<file path="src/hw/rtl/dfa_string_matcher_top_assert.svh">
// ---------------------------------------------------------------------------
// dfa_string_matcher_top_assert.svh: assertion macros for the string matcher
// Shared wrappers that clock assertions on clk and disable them during reset.
// ---------------------------------------------------------------------------
`ifndef DFA_STRING_MATCHER_TOP_ASSERT_SVH
`define DFA_STRING_MATCHER_TOP_ASSERT_SVH

// Same-cycle implication.
`define DSM_ASSERT_NOW(label, ante, cons, msg) \
	label: assert property (@(posedge clk) disable iff (!arst_n) (ante) |-> (cons)) \
		else $error(msg);

// Next-cycle implication.
`define DSM_ASSERT_NEXT(label, ante, cons, msg) \
	label: assert property (@(posedge clk) disable iff (!arst_n) (ante) |=> (cons)) \
		else $error(msg);

`endif

</file>
<file path="src/hw/rtl/dsm_pkg.sv">
// ---------------------------------------------------------------------------
// dsm_pkg: shared types and constants of the string matcher
// Payload structs, register codes, cell control and pattern byte lookup.
// ---------------------------------------------------------------------------
package dsm_pkg;

	localparam int CFG_INDEX_BITS = 2;
	localparam int CFG_DATA_BITS  = 64;
	localparam int LEN_BITS       = 5;
	localparam int PATTERN_BYTES  = 16;

	typedef enum logic [CFG_INDEX_BITS-1:0] {
		REG_PATTERN_LOW    = 2'd0,
		REG_PATTERN_HIGH   = 2'd1,
		REG_PATTERN_LENGTH = 2'd2
	} dsm_reg_t;

	typedef struct packed {
		logic [7:0] text_byte;
		logic       start_of_text;
	} dsm_in_t;

	typedef struct packed {
		logic                match_found;
		logic [31:0]         match_start;
		logic [LEN_BITS-1:0] prefix_matched;
	} dsm_out_t;

	// Control broadcast to every cell of the row.
	typedef struct packed {
		logic shift;
		logic clear;
	} dsm_cell_ctl_t;

	// Pattern byte idx of the two pattern registers; bytes past the registers read as zero.
	function automatic logic [7:0] pat_byte(input logic [CFG_DATA_BITS-1:0] lo,
		input logic [CFG_DATA_BITS-1:0] hi, input int idx);
		logic [2*CFG_DATA_BITS-1:0] both;
		both = {hi, lo};
		if (idx < PATTERN_BYTES) begin
			return both[idx*8 +: 8];
		end
		return 8'd0;
	endfunction

endpackage

</file>
<file path="src/hw/rtl/dsm_cell.sv">
// ---------------------------------------------------------------------------
// dsm_cell: one prefix cell of the matcher row
// Holds whether the pattern prefix ending at this cell is a suffix of the text.
// ---------------------------------------------------------------------------
module dsm_cell (
	input  logic                  clk,
	input  logic                  arst_n,
	input  dsm_pkg::dsm_cell_ctl_t ctl,
	input  logic [7:0]            text_byte,
	input  logic [7:0]            pattern_byte,
	input  logic                  enable,
	input  logic                  left_hit,
	output logic                  hit
);
	import dsm_pkg::*;

	logic hit_q;

	always_ff @(posedge clk or negedge arst_n) begin
		if (!arst_n) begin
			hit_q <= 1'b0;
		end else if (ctl.clear) begin
			hit_q <= 1'b0;
		end else if (ctl.shift) begin
			// The prefix one shorter must have matched and this byte must extend it.
			hit_q <= left_hit & enable & (pattern_byte == text_byte);
		end
	end

	assign hit = hit_q;

endmodule

</file>
<file path="src/hw/rtl/dsm_result.sv">
// ---------------------------------------------------------------------------
// dsm_result: state encoder and output register
// Picks the longest matched prefix from the cell row and registers the result.
// ---------------------------------------------------------------------------
module dsm_result #(
	parameter int MAX_PATTERN = 16,
	parameter int OFFSET_BITS = 32,
	parameter int LW          = 5
) (
	input  logic                   clk,
	input  logic                   arst_n,
	input  logic [MAX_PATTERN-1:0] cell_hit,
	input  logic [LW-1:0]          eff_len,
	input  logic [OFFSET_BITS-1:0] cur_s1,
	input  logic                   valid_s1,
	output logic                   advance,
	output logic [LW-1:0]          state_next,
	output logic                   out_valid,
	input  logic                   out_ready,
	output dsm_pkg::dsm_out_t      out_data
);
	import dsm_pkg::*;

	logic     out_valid_q;
	dsm_out_t out_q;
	dsm_out_t res;
	logic [31:0] cur32;

	always_comb begin
		state_next = '0;
		for (int i = 0; i < MAX_PATTERN; i++) begin
			if (cell_hit[i]) begin
				state_next = LW'(i + 1);
			end
		end
	end

	always_comb begin
		cur32              = 32'(cur_s1);
		res.match_found    = (state_next == eff_len);
		res.match_start    = res.match_found ? (cur32 + 32'd1 - 32'(eff_len)) : 32'd0;
		res.prefix_matched = LEN_BITS'(state_next);
	end

	assign advance = !out_valid_q || out_ready;

	always_ff @(posedge clk or negedge arst_n) begin
		if (!arst_n) begin
			out_valid_q <= 1'b0;
		end else if (advance) begin
			out_valid_q <= valid_s1;
		end
	end

	always_ff @(posedge clk) begin
		if (advance && valid_s1) begin
			out_q <= res;
		end
	end

	assign out_valid = out_valid_q;
	assign out_data  = out_q;

endmodule

</file>
<file path="src/hw/rtl/dfa_string_matcher_top.sv">
// A result is registered first in the cell row, then in the output register.
// Throughput: one text byte per cycle, set by the row of prefix cells that all update at once,
// while no rebuild or output back-pressure holds in_ready low. A configuration write rebuilds
// the row by replaying up to min(state, length) pattern bytes, one per cycle, with in_ready low.
// Reset: asynchronous, active low; clears state, offset, pattern and sets the length to one.
// ---------------------------------------------------------------------------
// dfa_string_matcher_top: streaming finite-automaton string matcher
// Row of prefix cells tracks every pattern prefix that ends the text so far.
// ---------------------------------------------------------------------------
`include "dfa_string_matcher_top_assert.svh"

module dfa_string_matcher_top #(
	parameter int MAX_PATTERN = 16,
	parameter int OFFSET_BITS = 32
) (
	input  logic                                clk,
	input  logic                                arst_n,
	input  logic                                in_valid,
	output logic                                in_ready,
	input  dsm_pkg::dsm_in_t                    in_data,
	output logic                                out_valid,
	input  logic                                out_ready,
	output dsm_pkg::dsm_out_t                   out_data,
	input  logic                                cfg_valid,
	output logic                                cfg_ready,
	input  logic [dsm_pkg::CFG_INDEX_BITS-1:0]  cfg_index,
	input  logic [dsm_pkg::CFG_DATA_BITS-1:0]   cfg_data
);
	import dsm_pkg::*;

	localparam int LW = $clog2(MAX_PATTERN + 1);

	logic [CFG_DATA_BITS-1:0] pat_lo_q;
	logic [CFG_DATA_BITS-1:0] pat_hi_q;
	logic [LEN_BITS-1:0]      pat_len_q;

	logic [LW-1:0]          eff_len;
	logic [MAX_PATTERN-1:0] len_mask;
	logic [MAX_PATTERN-1:0] cell_hit;
	logic [MAX_PATTERN-1:0] left_hit;

	logic [LW-1:0]          state_q;
	logic [LW-1:0]          state_next;
	logic [OFFSET_BITS-1:0] offset_q;
	logic [OFFSET_BITS-1:0] cur;
	logic [OFFSET_BITS-1:0] cur_s1;
	logic                   valid_s1;
	logic                   advance;

	logic          resync_q;
	logic [LW-1:0] cnt_q;
	logic [LW-1:0] resync_target;
	logic          resync_feed;
	logic [7:0]    feed_byte;
	logic [7:0]    cell_byte;

	logic          in_accept;
	logic          cfg_we;
	dsm_cell_ctl_t cell_ctl;

	// Configuration registers.
	assign cfg_ready = 1'b1;
	assign cfg_we    = cfg_valid && cfg_ready;

	always_ff @(posedge clk or negedge arst_n) begin
		if (!arst_n) begin
			pat_lo_q  <= '0;
			pat_hi_q  <= '0;
			pat_len_q <= LEN_BITS'(1);
		end else if (cfg_we) begin
			unique case (cfg_index)
				REG_PATTERN_LOW:    pat_lo_q  <= cfg_data;
				REG_PATTERN_HIGH:   pat_hi_q  <= cfg_data;
				REG_PATTERN_LENGTH: pat_len_q <= cfg_data[LEN_BITS-1:0];
				default: ;
			endcase
		end
	end

	// A zero length counts as one, and a length past the row is cut to the row.
	always_comb begin
		if (pat_len_q == '0) begin
			eff_len = LW'(1);
		end else if (int'(pat_len_q) > MAX_PATTERN) begin
			eff_len = LW'(MAX_PATTERN);
		end else begin
			eff_len = LW'(pat_len_q);
		end
		for (int k = 0; k < MAX_PATTERN; k++) begin
			len_mask[k] = (k + 1 <= int'(eff_len));
		end
	end

	// Rebuild of the row after a configuration write: replaying the first
	// min(state, length) pattern bytes leaves exactly the prefixes of that state.
	assign resync_target = (state_q > eff_len) ? eff_len : state_q;
	assign resync_feed   = resync_q && !valid_s1 && (cnt_q < resync_target);
	assign feed_byte     = pat_byte(pat_lo_q, pat_hi_q, int'(cnt_q));

	always_ff @(posedge clk or negedge arst_n) begin
		if (!arst_n) begin
			resync_q <= 1'b0;
			cnt_q    <= '0;
		end else if (cfg_we) begin
			resync_q <= 1'b1;
			cnt_q    <= '0;
		end else if (resync_feed) begin
			cnt_q <= cnt_q + LW'(1);
		end else if (resync_q && !valid_s1) begin
			resync_q <= 1'b0;
		end
	end

	// Input side.
	assign in_ready  = !resync_q && (!valid_s1 || advance);
	assign in_accept = in_valid && in_ready;

	assign cur = in_data.start_of_text ? '0 : offset_q;

	always_ff @(posedge clk or negedge arst_n) begin
		if (!arst_n) begin
			offset_q <= '0;
			valid_s1 <= 1'b0;
			state_q  <= '0;
		end else begin
			if (in_accept) begin
				offset_q <= (cur == '1) ? cur : cur + OFFSET_BITS'(1);
			end
			if (in_accept) begin
				valid_s1 <= 1'b1;
			end else if (advance) begin
				valid_s1 <= 1'b0;
			end
			if (valid_s1 && advance) begin
				state_q <= state_next;
			end
		end
	end

	always_ff @(posedge clk) begin
		if (in_accept) begin
			cur_s1 <= cur;
		end
	end

	// Cell row.
	always_comb begin
		cell_ctl.shift = in_accept || resync_feed;
		cell_ctl.clear = cfg_we;
		cell_byte      = in_accept ? in_data.text_byte : feed_byte;
	end

	// The empty prefix always matches; a start of text drops every longer one.
	always_comb begin
		left_hit[0] = 1'b1;
		for (int k = 1; k < MAX_PATTERN; k++) begin
			left_hit[k] = cell_hit[k-1] && !(in_accept && in_data.start_of_text);
		end
	end

	for (genvar k = 0; k < MAX_PATTERN; k++) begin : g_cell
		dsm_cell u_cell (
			.clk          (clk),
			.arst_n       (arst_n),
			.ctl          (cell_ctl),
			.text_byte    (cell_byte),
			.pattern_byte (pat_byte(pat_lo_q, pat_hi_q, k)),
			.enable       (len_mask[k]),
			.left_hit     (left_hit[k]),
			.hit          (cell_hit[k])
		);
	end

	dsm_result #(
		.MAX_PATTERN (MAX_PATTERN),
		.OFFSET_BITS (OFFSET_BITS),
		.LW          (LW)
	) u_result (
		.clk        (clk),
		.arst_n     (arst_n),
		.cell_hit   (cell_hit),
		.eff_len    (eff_len),
		.cur_s1     (cur_s1),
		.valid_s1   (valid_s1),
		.advance    (advance),
		.state_next (state_next),
		.out_valid  (out_valid),
		.out_ready  (out_ready),
		.out_data   (out_data)
	);

	`DSM_ASSERT_NOW(a_match_at_full_length, out_valid && out_data.match_found, out_data.prefix_matched == LEN_BITS'(eff_len), "match reported at a state other than the pattern length")
	`DSM_ASSERT_NOW(a_no_hit_past_length, !resync_q && !cfg_valid, (cell_hit & ~len_mask) == '0, "cell past the pattern length holds a hit")
	`DSM_ASSERT_NOW(a_resync_bounded, resync_q, cnt_q <= resync_target, "rebuild replayed more bytes than the state holds")
	`DSM_ASSERT_NEXT(a_cfg_starts_resync, cfg_valid && cfg_ready, resync_q && (cnt_q == '0), "configuration write did not restart the rebuild")

endmodule

</file>
<file path="config.mk">
export PLATFORM = sky130hd
export DESIGN_NAME = dfa_string_matcher_top
export DESIGN_NICKNAME = d
export VERILOG_FILES = /design/src/hw/rtl/dsm_pkg.sv /design/src/hw/rtl/dsm_cell.sv /design/src/hw/rtl/dsm_result.sv /design/src/hw/rtl/dfa_string_matcher_top.sv
export VERILOG_INCLUDE_DIRS = /design/src /design/src/hw/rtl
export SDC_FILE = /design/constraint.sdc
export NUM_CORES = 1
export LEC_CHECK = 0
export BUFFER_PORTS_ARGS = -buffer_cell sky130_fd_sc_hd__buf_2
export CAP_MARGIN = 20
export CORE_UTILIZATION = 62
export CTS_CLUSTER_SIZE = 12
export DETAILED_ROUTE_END_ITERATION = 7
export PLACE_DENSITY = 0.87
export SYNTH_ARGS = -nofsm -noshare
export SYNTH_HDL_FRONTEND = slang
export SYNTH_HIERARCHICAL = 1
export SYNTH_SLANG_ARGS = --single-unit
</file>
<file path="constraint.sdc">
create_clock -name clk -period 13.3 [get_ports clk]
set_input_delay 0.665 -clock clk [delete_from_list [all_inputs] [get_ports clk]]
set_output_delay 0.665 -clock clk [all_outputs]
set_load 0.005 [all_outputs]
</file>
Word-level counts from Yosys, hierarchy flattened
Cells that the tools add are included.
{"block": "totals", "reg_bits": 264, "input_bits": 80, "output_inout_bits": 41, "elab_cells": 208}
{"block": "op_classes", "addsub": 4, "n_lt_le_gt_ge": 20, "n_eq_ne": 21, "n_shift": 1, "muxes": 64, "n_bitwise": 31, "reduce_logical": 38}
{"operator": "$eq A8 B8 Y1", "n": 16}
{"operator": "$shiftx A128 B9 Y8", "n": 1}
{"operator": "$mux W5", "n": 20}
{"operator": "$add A32 B1 Y32 const B", "n": 2}
{"operator": "$mux W32", "n": 2}
{"operator": "$le A4 B5 Y1 const A", "n": 8}
{"operator": "$mux W1", "n": 39}
{"operator": "$eq A32 B32 Y1 const B", "n": 1}
{"operator": "$sub A32 B5 Y32", "n": 1}
{"operator": "$and A1 B1 Y1", "n": 31}
{"operator": "$mux W8", "n": 3}
{"operator": "$logic_and A1 B1 Y1", "n": 21}
{"operator": "$le A3 B5 Y1 const A", "n": 4}
{"operator": "$le A2 B5 Y1 const A", "n": 2}
{"operator": "$reduce_and A2 Y1", "n": 4}
{"operator": "$reduce_bool A2 Y1", "n": 4}
{"operator": "$add A5 B1 Y5 const B", "n": 1}
{"operator": "$eq A5 B5 Y1", "n": 1}
{"operator": "$gt A5 B5 Y1", "n": 1}
{"operator": "$gt A5 B5 Y1 const B", "n": 1}
{"operator": "$le A1 B5 Y1 const A", "n": 1}
{"operator": "$le A5 B5 Y1 const A", "n": 1}
{"operator": "$logic_not A5 Y1", "n": 1}
{"operator": "$lt A5 B5 Y1", "n": 1}
{"operator": "other kinds (7)", "n": 12}

Depth between registers and ports, before layout
Gate-level depths: netlist of run 1.
{"block": "logic_depth", "depth_word": 17, "depth_mapped": 20, "depth_no_buf": 20}

Modules after synthesis
Netlist of run 1, hierarchy kept.
{"mod": "dfa_string_matcher_top", "instances": 1, "cells_each": 761, "area_per_inst_um2": 10079.7, "seq_area_each_um2": 5391.4}
{"mod": "dsm_result", "instances": 1, "cells_each": 359, "area_per_inst_um2": 3244.4, "seq_area_each_um2": 1166.1}
{"mod": "dsm_cell", "instances": 16, "cells_each": 15, "area_per_inst_um2": 136.4, "seq_area_each_um2": 25.0}

Least setup slack after synthesis of run 1
Ideal clock, no wire load.
{"block": "synth_timing", "path_type": "flip-flop to flip-flop", "from": "reg pat_len_q[4]", "to": "reg g_cell[0].u_cell.hit_q", "setup_ns": 0.092, "arrival_ns": 4.334, "required_time_ns": 13.208, "path_slack_ns": 8.874, "path_stages_with_launch": 21, "path_buffers": 0, "synth_period_minus_slack_ns": 4.426, "path_cell_list": "dfrtp_1 -> nor2_1 -> inv_1 -> or3_1 -> o21ai_0 -> ha_1 -> inv_1 -> a21o_1 -> o21ai_1 -> mux2i_1 -> ha_1 -> a21o_1 -> a21o_1 -> a21oi_1 -> nand2_1 -> nor3_1 -> or2_2 -> nand4b_1 -> nor4_1 -> nand4_1 -> o31ai_2"}
{"item": "from (decl)", "line_no": "dfa_string_matcher_top.sv:35", "source": "logic [LEN_BITS-1:0] pat_len_q;"}
{"item": "from (signal assigned)", "line_no": "dfa_string_matcher_top.sv:74", "source": "REG_PATTERN_LENGTH: pat_len_q <= cfg_data[LEN_BITS-1:0];"}
{"item": "to (signal assigned)", "line_no": "dsm_cell.sv:26", "source": "hit_q <= left_hit & enable & (pattern_byte == text_byte);"}
{"item": "to (decl)", "line_no": "dsm_cell.sv:17", "source": "logic hit_q;"}

==> summary.txt, run 1 <==
Power
  • Peak supply drop: 0.159 mV
  • Overall power: 2.67 mW
  • PwrDens: 155 nW/um^2
  • Pleak: 7.26 nW

Global routing
  • Vias in the first global route: 11300
  • Remaining global-route overflow: 0
  • Largest net degree at the start of global routing: 122
  • First-pass GRT wire length: 60.7 mm
  • Initial antenna violation count: 0
  • Global Route Usage Sum: 30.1%

Floorplanning
  • Die Y: 160 um
  • # rows: 57
  • IO Pins: 121
  • Core footprint: 24400 um^2
  • Die X: 160 um
  • Initial Util: 63.6%
  • DIE AREA: 25600 um^2

Placement
  • I/O Buffers: 119
  • Post-DP HPWL: 27.2 mm
  • DP Area: 16400 um^2
  • GPL Wtd Cong: 0.994

Logic synthesis
  • Register area share after synthesis: 44.9%
  • Largest cells by area after synthesis: dfrtp_1 (31%), edfxtp_1 (14%), mux2_2 (10%)
  • Netlist cell types: 68
  • Synthesis Warnings: 6
  • Post-synth top area share: 31.1%
  • Post-synth EDFFs: 70
  • Ys flop type: dfrtp_1
  • Area leader, netlist: dfrtp_1
  • Register bit total from synthesis: 264
  • Post-Syn Area: 15500 um^2
  • Post-synth ARST share: 73.5%
  • Mean post-synth cell area: 11.4 um^2
  • Mapped Cells: 1360

Critical path
  • Reg2Reg Depth: 20
  • CP required: 13770 ps
  • Reg-to-reg endpoint: g_cell[8].u_cell/hit$_DFFE_PN0P_
  • Crit path arrival time: 5920 ps
  • Type of origin of the critical path: register
  • Register-to-register path setup slack: 7850 ps
  • Max FO, Critical Path: 32
  • Critical Path Start: pat_len_q[4]$_DFFE_PN0P_
  • Critical path endpoint category: register
  • Critical path type: register to register
  • Critical Path Sink: g_cell[8].u_cell/hit$_DFFE_PN0P_
  • Crit Reg-Reg Startpoint: pat_len_q[4]$_DFFE_PN0P_

STA
  • TNS Setup: 0 ps
  • Max Slew Vio Count: 0
  • Slew @ Worst Pin: 1020 ps
  • Fin. Hold Viols: 0
  • Relative slew slack: 32.1%
  • Final setup fails: 0
  • Setup Skew: 25.3 ps
  • Unrepaired setup endpoints after global routing: no
  • Final period util: 41.0%
  • Post-layout minimum cycle time: 5450 ps
  • Fmax: 183 MHz

Clock network
  • Post-CTS sizing: 0
  • Maximum buffer depth of the clock tree: 3
  • TritonCTS clock tree: done
  • Hold-fix buffers at CTS: 0
  • Worst-Skew Late Latency: 560 ps
  • Clock Pin Slew Worst Setup and Hold Paths: 70 ps
  • CTS sink count: 264
  • Root Driver: clkbuf_16
  • # Post-CTS Setup Buffers: 0
  • Inserted Clock Buffers: 28
  • Depth of the CTS H-tree: 1

Cells and area
  • Share of cells above drive strength 1: 25.7%
  • Nets: 1594
  • Core Util, Final: 70.6%
  • Post-Layout Inst Area: 17200 um^2
  • Area Overhead vs Synth: 11.0%
  • Fill cell count: 1777
  • ANT cells: 0

Detailed routing
  • Initial drt markers: 988
  • WL final: 37.7 mm
  • Vias/cell: 6.27
  • DRC violations left: 0
  • First-pass DRT Iterations: 5
  • Routed wire per std cell: 20.9 um
  • Antenna-violating nets left: 0
  • Via count: 11300

Flow run
  • Max-Cap Viols: 0

Hold path
  • Hold/Removal Path Class: input pin to async pin

Outcome
  • Status: complete, no violations
-- Yosys cell counts (3+ instances only) --
cell type / number
and4_1: 9
o211ai_1: 4
nor2_1: 77
a221oi_1: 4
xor2_1: 97
buf_2: 5
or3_1: 8
nor3b_1: 5
mux4_2: 40
buf_4: 6
mux2_2: 142
nand3_1: 30
edfxtp_1: 70
a211oi_1: 3
nand4_1: 33
and3_1: 8
o21bai_1: 6
nor4_1: 26
nand2b_1: 12
nand2_1: 90
a21oi_1: 36
nor3_1: 26
inv_1: 58
a221o_1: 3
mux2i_1: 15
a22o_1: 8
ha_1: 46
and2_1: 23
nor2b_1: 34
a21o_1: 13
o31ai_2: 16
dfrtp_1: 193
xnor2_1: 68
a31oi_1: 7
o31a_1: 3
o21a_1: 6
clkbuf_1: 40
nand4b_1: 16
o21ai_1: 8
or2_2: 6
o21ai_0: 26
-- report_power, final --
group | switching [mW] | internal, mW | total, mW
clock | 0.306 | 0.430 | 0.736
sequential | 0.109 | 0.960 | 1.07
combinational | 0.490 | 0.372 | 0.862
-- critical path, cell delays in order (launching register included) --
cell	delay, ps
dfrtp_1	490
nor2_1	330
inv_1	100
or3_1	370
o21ai_0	210
ha_1	220
inv_1	40
a21o_1	170
o21ai_1	410
mux2i_1	260
ha_1	270
a21o_1	160
a21o_1	170
a21oi_1	140
nand2_1	140
nor3_1	350
or2_2	610
nand4b_1	190
nor4_1	330
nand4_1	180
o31ai_2	210
-- worst min-delay path by stage --
| stage | cells after the start | startpoint | end | slack [ps] |
|---|---|---|---|---|
| floorplan | 0 | arst_n | cnt_q[0]$_DFFE_PN0P_ | 370 |
| global placement | 2 | offset_q[1]$_DFFE_PN0P_ | offset_q[1]$_DFFE_PN0P_ | 470 |
| detailed placement | 2 | offset_q[1]$_DFFE_PN0P_ | offset_q[1]$_DFFE_PN0P_ | 490 |
| CTS | 1 | arst_n | pat_lo_q[42]$_DFFE_PN0P_ | 290 |
| global route | 1 | arst_n | pat_hi_q[42]$_DFFE_PN0P_ | 340 |
| finish | 1 | arst_n | pat_lo_q[42]$_DFFE_PN0P_ | 250 |
-- state kept, by name, summed over array words and instances, names as in the netlist --
| name | count |
|---|---|
| state_q | 5 |
| g_cell.u_cell/hit | 16 |
| u_result/out_valid | 1 |
| valid_s1 | 1 |
| u_result/out_data | 38 |
| offset_q | 32 |
| cnt_q | 5 |
| cur_s1 | 32 |
| resync_q | 1 |
| pat_lo_q | 64 |
| pat_len_q | 5 |
| pat_hi_q | 64 |
-- cells by family (layout without fill, tap and decap cells) --
kind of cell,after synthesis,count (layout),synth area share (%)
multiplexers,197,197,17.1
AO/OA/AOI/OAI,160,160,7.56
AND/OR/NAND/NOR,414,414,14.3
XOR/XNOR,165,165,9.32
other,1,3,0.0242
buffers and inverters,112,235,2.95
flip-flops,264,264,44.9
adder cells (fa/ha/maj),47,47,3.84
-- placed cells by master, fill, tap and decap left out, drive strengths merged, types with 17 or more instances in the layout --
master / n
nand4: 33
nand3: 30
clkbuf: 47
nor2: 77
nand4b: 17
nor4: 27
edfxtp: 70
ha: 46
nor3: 26
mux2: 142
buf: 126
inv: 59
nand2: 90
xnor2: 68
nor2b: 34
dfrtp: 193
o31ai: 18
xor2: 97
and2: 23
mux4: 40
a21oi: 36
o21ai: 34
-- metal layers --
metal	global-route usage, %	share of wire [%]	vias to the layer above
met2	51.1	49	547
met1	38.8	40	5555
met4	12.5	4.1	0
met5	0	0	-
li1	-	-	5146
met3	4.16	6.9	96
-- layout make-up --
| cell class | count | area, um^2 | share of cell area, % |
|---|---|---|---|
| clock buffers | 46 | 850 | 4.93 |
| well taps | 324 | 405 | 2.35 |
| clock inverters | 2 | 10.0 | 0.0581 |
| inverters | 60 | 225 | 1.31 |
| multi-input cells | 986 | 8110 | 47.1 |
| repair buffers | 127 | 664 | 3.86 |
| flip-flops and latches | 264 | 6960 | 40.4 |
-- through the flow --
stage	cells	hold WS, ps	setup WS (ps)
after global routing	1809	337	7460
after global placement	1761	473	8190
after CTS	1809	292	7950
after detailed placement	1761	487	8010
final	1809	250	7850
after floorplan	1362	369	8870
(Power assumes the default switching activity.)
==> run 2: changes to the inputs <==
--- a/config.mk
+++ b/config.mk
@@ -8,10 +8,10 @@
 export LEC_CHECK = 0
 export BUFFER_PORTS_ARGS = -buffer_cell sky130_fd_sc_hd__buf_2
 export CAP_MARGIN = 20
-export CORE_UTILIZATION = 62
+export CORE_UTILIZATION = 61
 export CTS_CLUSTER_SIZE = 12
 export DETAILED_ROUTE_END_ITERATION = 7
-export PLACE_DENSITY = 0.87
+export PLACE_DENSITY = 0.86
 export SYNTH_ARGS = -nofsm -noshare
 export SYNTH_HDL_FRONTEND = slang
 export SYNTH_HIERARCHICAL = 1
==> constraint.sdc (replaced) <==
create_clock -name clk -period 5.35 [get_ports clk]
set_input_delay 0.2675 -clock clk [delete_from_list [all_inputs] [get_ports clk]]
set_output_delay 0.2675 -clock clk [all_outputs]
set_load 0.005 [all_outputs]
==> summary.txt, run 2 (synthesis gave the netlist of run 1 again) <==
Critical path
  • Crit path arrival time: 5450 ps
  • Type of origin of the critical path: register
  • CP peak stage delay: 470 ps
  • CP most frequent cell: a21o_1
  • Critical path type: register to register
  • Critical path endpoint category: register
  • CP required: 5820 ps
  • Max FO, Critical Path: 14
  • Worst path cell trace: nor2_1 > inv_1 > or3_1 > o21ai_0 > ha_1 > inv_1 > a21o_1 > o21ai_1 > mux2i_1 > ha_1 > a21o_1 > a21o_1 > a21oi_1 > nand2_1 > nor3_2 > or2_2 > nand4b_1 > nor4_1 > nand4_1 > o31ai_2
  • CP Buf/Inv Count: 2
  • Top Family by Delay on Critical Path: simple AND/OR/NAND/NOR gates
  • Worst path slowest cell: dfrtp_1

Global routing
  • Vias in the first global route: 11800
  • Remaining global-route overflow: 0
  • Largest net degree at the start of global routing: 78
  • Initial antenna violation count: 1
  • Global Route Usage Sum: 31.5%
  • First-pass GRT wire length: 63.9 mm

Cells and area
  • Share of cells above drive strength 1: 25.5%
  • Area occupied by registers: 6960 um^2
  • Area Overhead vs Synth: 15.8%
  • Post-Layout Inst Area: 18000 um^2
  • Area occupied by multi-input gates: 8120 um^2
  • Nets: 1662
  • Commonest non-fill, non-tap cell in the layout: dfrtp_1
  • Final non-filler cell total: 1879
  • Most frequent cells in the layout: dfrtp_1 (192), mux2_2 (142), buf_2 (118)
  • Fill cell count: 1611
  • ANT cells: 0

Clock network
  • Depth of the CTS H-tree: 1
  • TritonCTS clock tree: done
  • Inserted Clock Buffers: 29
  • Maximum buffer depth of the clock tree: 3
  • Root Driver: clkbuf_16
  • # Post-CTS Setup Buffers: 0
  • CTS sink count: 264
  • Worst-Skew Late Latency: 560 ps
  • Clock Pin Slew Worst Setup and Hold Paths: 60 ps

STA
  • TNS Setup: 0 ps
  • Relative slew slack: 31.2%
  • Fmax: 200 MHz
  • Setup Skew: 23.5 ps
  • Final period util: 93.2%
  • Fin. Hold Viols: 0
  • Final worst setup slack: 362 ps
  • Max Slew Vio Count: 0
  • Post-layout minimum cycle time: 4990 ps
  • Slew @ Worst Pin: 1030 ps
  • Unrepaired setup endpoints after global routing: no
  • Final setup fails: 0

Detailed routing
  • Antenna-violating nets left: 0
  • Metal-1 WL: 15.6 mm
  • First-pass DRT Iterations: 5
  • Routed wire per std cell: 21.6 um
  • Via count: 11800
  • Wire length on met3: 3.14 mm
  • Initial drt markers: 1021
  • WL final: 40.6 mm
  • Metal2 WL: 20.0 mm
  • DR top layer: met5
  • DRC violations left: 0
  • Vias/cell: 6.30

Floorplanning
  • DIE AREA: 26100 um^2
  • Core footprint: 24600 um^2
  • Die X: 161 um
  • IO Pins: 121
  • Initial Util: 63.0%
  • Die Y: 161 um
  • # rows: 57

Power
  • Peak supply drop: 0.472 mV
  • PwrDens: 384 nW/um^2
  • Overall power: 6.89 mW
  • Pleak: 7.59 nW

Placement
  • GPL Wtd Cong: 1.00
  • DP Cell Count: 1767
  • Post-DP HPWL: 27.5 mm
  • I/O Buffers: 119
  • DP Area: 16400 um^2
  • Place WS: 243 ps

Outcome
  • Status: complete, no violations

Hold path
  • Hold/Removal Path Class: input pin to register

Flow run
  • Max-Cap Viols: 0
[run 2: where the power goes]
part	internal, mW	switching [mW]	leakage (nW)
combinational	0.969	1.25	4.05
sequential	2.39	0.306	3.08
clock	1.17	0.811	0.462
total	4.52	2.37	7.59
[run 2: repair_timing]
item | in CTS | in global routing
hold buffers | 60 | 0
endpoints found under the hold margin | 191 | 0
setup endpoints to repair | 0 | 16
gates resized for setup | 0 | 2
[run 2: final cells by class]
class,instances,share of cell area (%)
clock buffer,40,4.61
clock inverter,11,0.606
inverter,60,1.25
multi-input combinational,987,45.2
sequential,264,38.8
tap,324,2.26
timing repair buffer,193,7.30
[run 2: path summary, 6_finish.rpt]
| kind | start | endpoint | slack [ps] | depth (start not counted) |
|---|---|---|---|---|
| max in group asynchronous | arst_n | cnt_q[0]$_DFFE_PN0P_ | 3760 | 3 |
| setup / recovery | pat_len_q[4]$_DFFE_PN0P_ | g_cell[0].u_cell/hit$_DFFE_PN0P_ | 360 | 20 |
| hold reg to reg | offset_q[1]$_DFFE_PN0P_ | offset_q[1]$_DFFE_PN0P_ | 490 | 2 |
| hold / removal | cfg_data[4] | pat_hi_q[4]$_DFFE_PN0P_ | 40 | 2 |
| setup reg to reg | pat_len_q[4]$_DFFE_PN0P_ | g_cell[0].u_cell/hit$_DFFE_PN0P_ | 360 | 20 |
| min in group asynchronous | arst_n | pat_hi_q[63]$_DFFE_PN0P_ | 290 | 2 |
[run 2: metal layers]
layer	up-vias	GRT usage [%]
li1	5292	-
met1	5830	38.7
met2	590	53.9
met3	128	6.39
met4	2	13.4
met5	-	0
[run 2: through the flow]
stage / util, % / hold WS (ps)
after CTS: 72.9 / 17.9
after global placement: 66.7 / 319
after floorplan: - / -28.1
after detailed placement: 66.7 / 324
final: 73.0 / 37.1
after global routing: 73.0 / 31.1
[run 2: worst reg2reg max path: stages (launching register included)]
cell	delay, ps
dfrtp_1	470
nor2_1	310
inv_1	100
or3_1	380
o21ai_0	220
ha_1	230
inv_1	40
a21o_1	170
o21ai_1	210
mux2i_1	250
ha_1	280
a21o_1	160
a21o_1	160
a21oi_1	150
nand2_1	150
nor3_2	360
or2_2	450
nand4b_1	150
nor4_1	290
nand4_1	160
o31ai_2	200
==> run 3: changes to the inputs <==
--- a/config.mk
+++ b/config.mk
@@ -8,10 +8,12 @@
 export LEC_CHECK = 0
 export BUFFER_PORTS_ARGS = -buffer_cell sky130_fd_sc_hd__buf_2
 export CAP_MARGIN = 20
-export CORE_UTILIZATION = 61
+export CELL_PAD_IN_SITES_DETAIL_PLACEMENT = 0
+export CELL_PAD_IN_SITES_GLOBAL_PLACEMENT = 2
+export CORE_UTILIZATION = 41
 export CTS_CLUSTER_SIZE = 12
 export DETAILED_ROUTE_END_ITERATION = 7
-export PLACE_DENSITY = 0.86
+export PLACE_DENSITY = 0.85
 export SYNTH_ARGS = -nofsm -noshare
 export SYNTH_HDL_FRONTEND = slang
 export SYNTH_HIERARCHICAL = 1
==> summary.txt, run 3 (synthesis gave the netlist of run 1 again) <==
STA
  • Final worst setup slack: 538 ps
  • Fin. Hold Viols: 0
  • TNS Setup: 0 ps
  • Slew @ Worst Pin: 987 ps
  • Unrepaired setup endpoints after global routing: no
  • Setup Skew: 30.1 ps
  • Final period util: 89.9%
  • Post-layout minimum cycle time: 4810 ps
  • Relative slew slack: 34.2%
  • Max Slew Vio Count: 0
  • Fmax: 208 MHz
  • Final setup fails: 0

Cells and area
  • Commonest non-fill, non-tap cell in the layout: dfrtp_1
  • ANT cells: 0
  • Nets: 1668
  • Share of cells above drive strength 1: 25.6%
  • Most frequent cells in the layout: dfrtp_1 (192), mux2_2 (142), buf_2 (118)
  • Area Overhead vs Synth: 18.0%
  • Core Util, Final: 49.6%
  • Post-Layout Inst Area: 18300 um^2

Detailed routing
  • Via count: 11200
  • Antenna-violating nets left: 0
  • Routed wire per std cell: 19.3 um
  • Initial drt markers: 592
  • WL final: 40.0 mm
  • First-pass DRT Iterations: 5
  • Vias/cell: 5.40
  • DRC violations left: 0

Global routing
  • First-pass GRT wire length: 64.2 mm
  • Largest net degree at the start of global routing: 76
  • Vias in the first global route: 11400
  • Initial antenna violation count: 0
  • Remaining global-route overflow: 0
  • Global Route Usage Sum: 21.2%

Clock network
  • TritonCTS clock tree: done
  • # Post-CTS Setup Buffers: 0
  • Root Driver: clkbuf_16
  • CTS sink count: 264
  • Clock Pin Slew Worst Setup and Hold Paths: 60 ps
  • Maximum buffer depth of the clock tree: 3
  • Inserted Clock Buffers: 30
  • Worst-Skew Late Latency: 580 ps
  • Depth of the CTS H-tree: 1

Power
  • Sw Share: 33.4%
  • Pleak: 7.65 nW
  • Psw: 2.32 mW
  • Peak supply drop: 0.251 mV
  • Overall power: 6.93 mW
  • PwrDens: 379 nW/um^2
  • Clock power frac: 30.1%
  • P_int: 4.62 mW
  • Flop pwr share: 38.6%
  • Power share of the combinational group: 31.3%

Critical path
  • Critical path type: register to register
  • Crit path arrival time: 5300 ps
  • Reg-to-reg endpoint: g_cell[14].u_cell/hit$_DFFE_PN0P_
  • Crit Reg-Reg Startpoint: pat_len_q[3]$_DFFE_PN0P_
  • Max FO, Critical Path: 27
  • Critical path endpoint category: register
  • Type of origin of the critical path: register
  • CP required: 5840 ps
  • Reg2Reg Depth: 21
  • Register-to-register path setup slack: 540 ps

Floorplanning
  • Initial Util: 42.1%
  • Core footprint: 36900 um^2
  • IO Pins: 121
  • DIE AREA: 38600 um^2
  • # rows: 70
  • Die X: 196 um
  • Die Y: 196 um

Hold path
  • Worst Hold Path EP: pat_lo_q[1]$_DFFE_PN0P_
  • Hold_sp: cfg_data[1]
  • Hold/Removal Path Class: input pin to register
  • Worst hold stages: 2

Placement
  • I/O Buffers: 119
  • Post-DP HPWL: 29.8 mm
  • DP Area: 16700 um^2
  • GPL Wtd Cong: 0.893
  • Place WS: 416 ps

Flow run
  • Max-Cap Viols: 0

Outcome
  • Status: complete, no violations
-- run 3: cell count changes in the layout (fill, tap and decap cells not counted), sizes merged --
cell,before,now
buf,132,137
inv,60,59
or2,7,6
clkinv,8,6
clkinvlp,1,0
clkbuf,41,49
dlygate4sd3,60,61
-- run 3: worst max path at each step --
stage                                        start                                 to  slack [ps]  cells after the start
after floorplan           pat_len_q[4]$_DFFE_PN0P_   g_cell[0].u_cell/hit$_DFFE_PN0P_         920                     20
after global placement    pat_len_q[3]$_DFFE_PN0P_  g_cell[14].u_cell/hit$_DFFE_PN0P_         580                     21
after detailed placement  pat_len_q[3]$_DFFE_PN0P_   g_cell[9].u_cell/hit$_DFFE_PN0P_         420                     21
after CTS                 pat_len_q[3]$_DFFE_PN0P_  g_cell[14].u_cell/hit$_DFFE_PN0P_         400                     21
after global routing      pat_len_q[3]$_DFFE_PN0P_  g_cell[14].u_cell/hit$_DFFE_PN0P_         130                     21
final                     pat_len_q[3]$_DFFE_PN0P_  g_cell[14].u_cell/hit$_DFFE_PN0P_         540                     21
-- run 3: final cells by class --
| cell class | instances | area, um^2 |
|---|---|---|
| Clock buffer | 48 | 920 |
| Clock inverter | 7 | 85.1 |
| Fill cell | 3375 | 18600 |
| Inverter | 60 | 225 |
| Multi-Input combinational cell | 986 | 8110 |
| Sequential cell | 264 | 6960 |
| Tap cell | 504 | 631 |
| Timing Repair Buffer | 199 | 1370 |
-- run 3: power groups by stage --
stage / sequential [mW] / combinational (mW) / clock (mW)
2_1_floorplan: 2.59 / 1.55 / 0
3_3_place_gp: 2.70 / 2.17 / 0
3_5_place_dp: 2.71 / 2.13 / 0
4_1_cts: 2.68 / 2.17 / 2.14
5_1_grt: 2.72 / 2.35 / 2.23
6_report: 2.68 / 2.17 / 2.09
-- run 3: layer usage --
layer	GRT usage (%)	routed length (um)
met5	0	0
met4	6.28	1060
met3	2.84	1540
met2	36.9	19900
met1	27.5	17500
-- run 3: worst max-delay path, cell delays in order (launching register included) --
cell      delay, ps
dfrtp_1         450
nor2_1          310
inv_1           110
or3_1           390
o21ai_0         230
ha_1            240
inv_1            40
a21o_1          170
o21ai_1         190
mux2i_1         210
ha_1            260
a21o_1          160
a21o_1          160
a21oi_1         150
nand2_1         130
nor3_1          160
buf_4           160
or2_4           320
nand4b_1        160
nor4_1          360
nand4_1         170
o31ai_2         190
-- run 3: through the flow --
| step | hold WS, ps | std cells |
|---|---|---|
| 3_5_place_dp | 329 | 1951 |
| 4_1_cts | 3.10 | 2067 |
| 6_report | 24.2 | 2068 |
| 2_1_floorplan | -28.1 | 1362 |
| 3_3_place_gp | 328 | 1951 |
| 5_1_grt | 14.2 | 2068 |
-- run 3: what timing repair did --
action	4_1_cts	5_1_grt
endpoints found under the hold margin	193	0
setup endpoints to repair	0	3
hold buffers	61	0
gates resized for setup	0	1
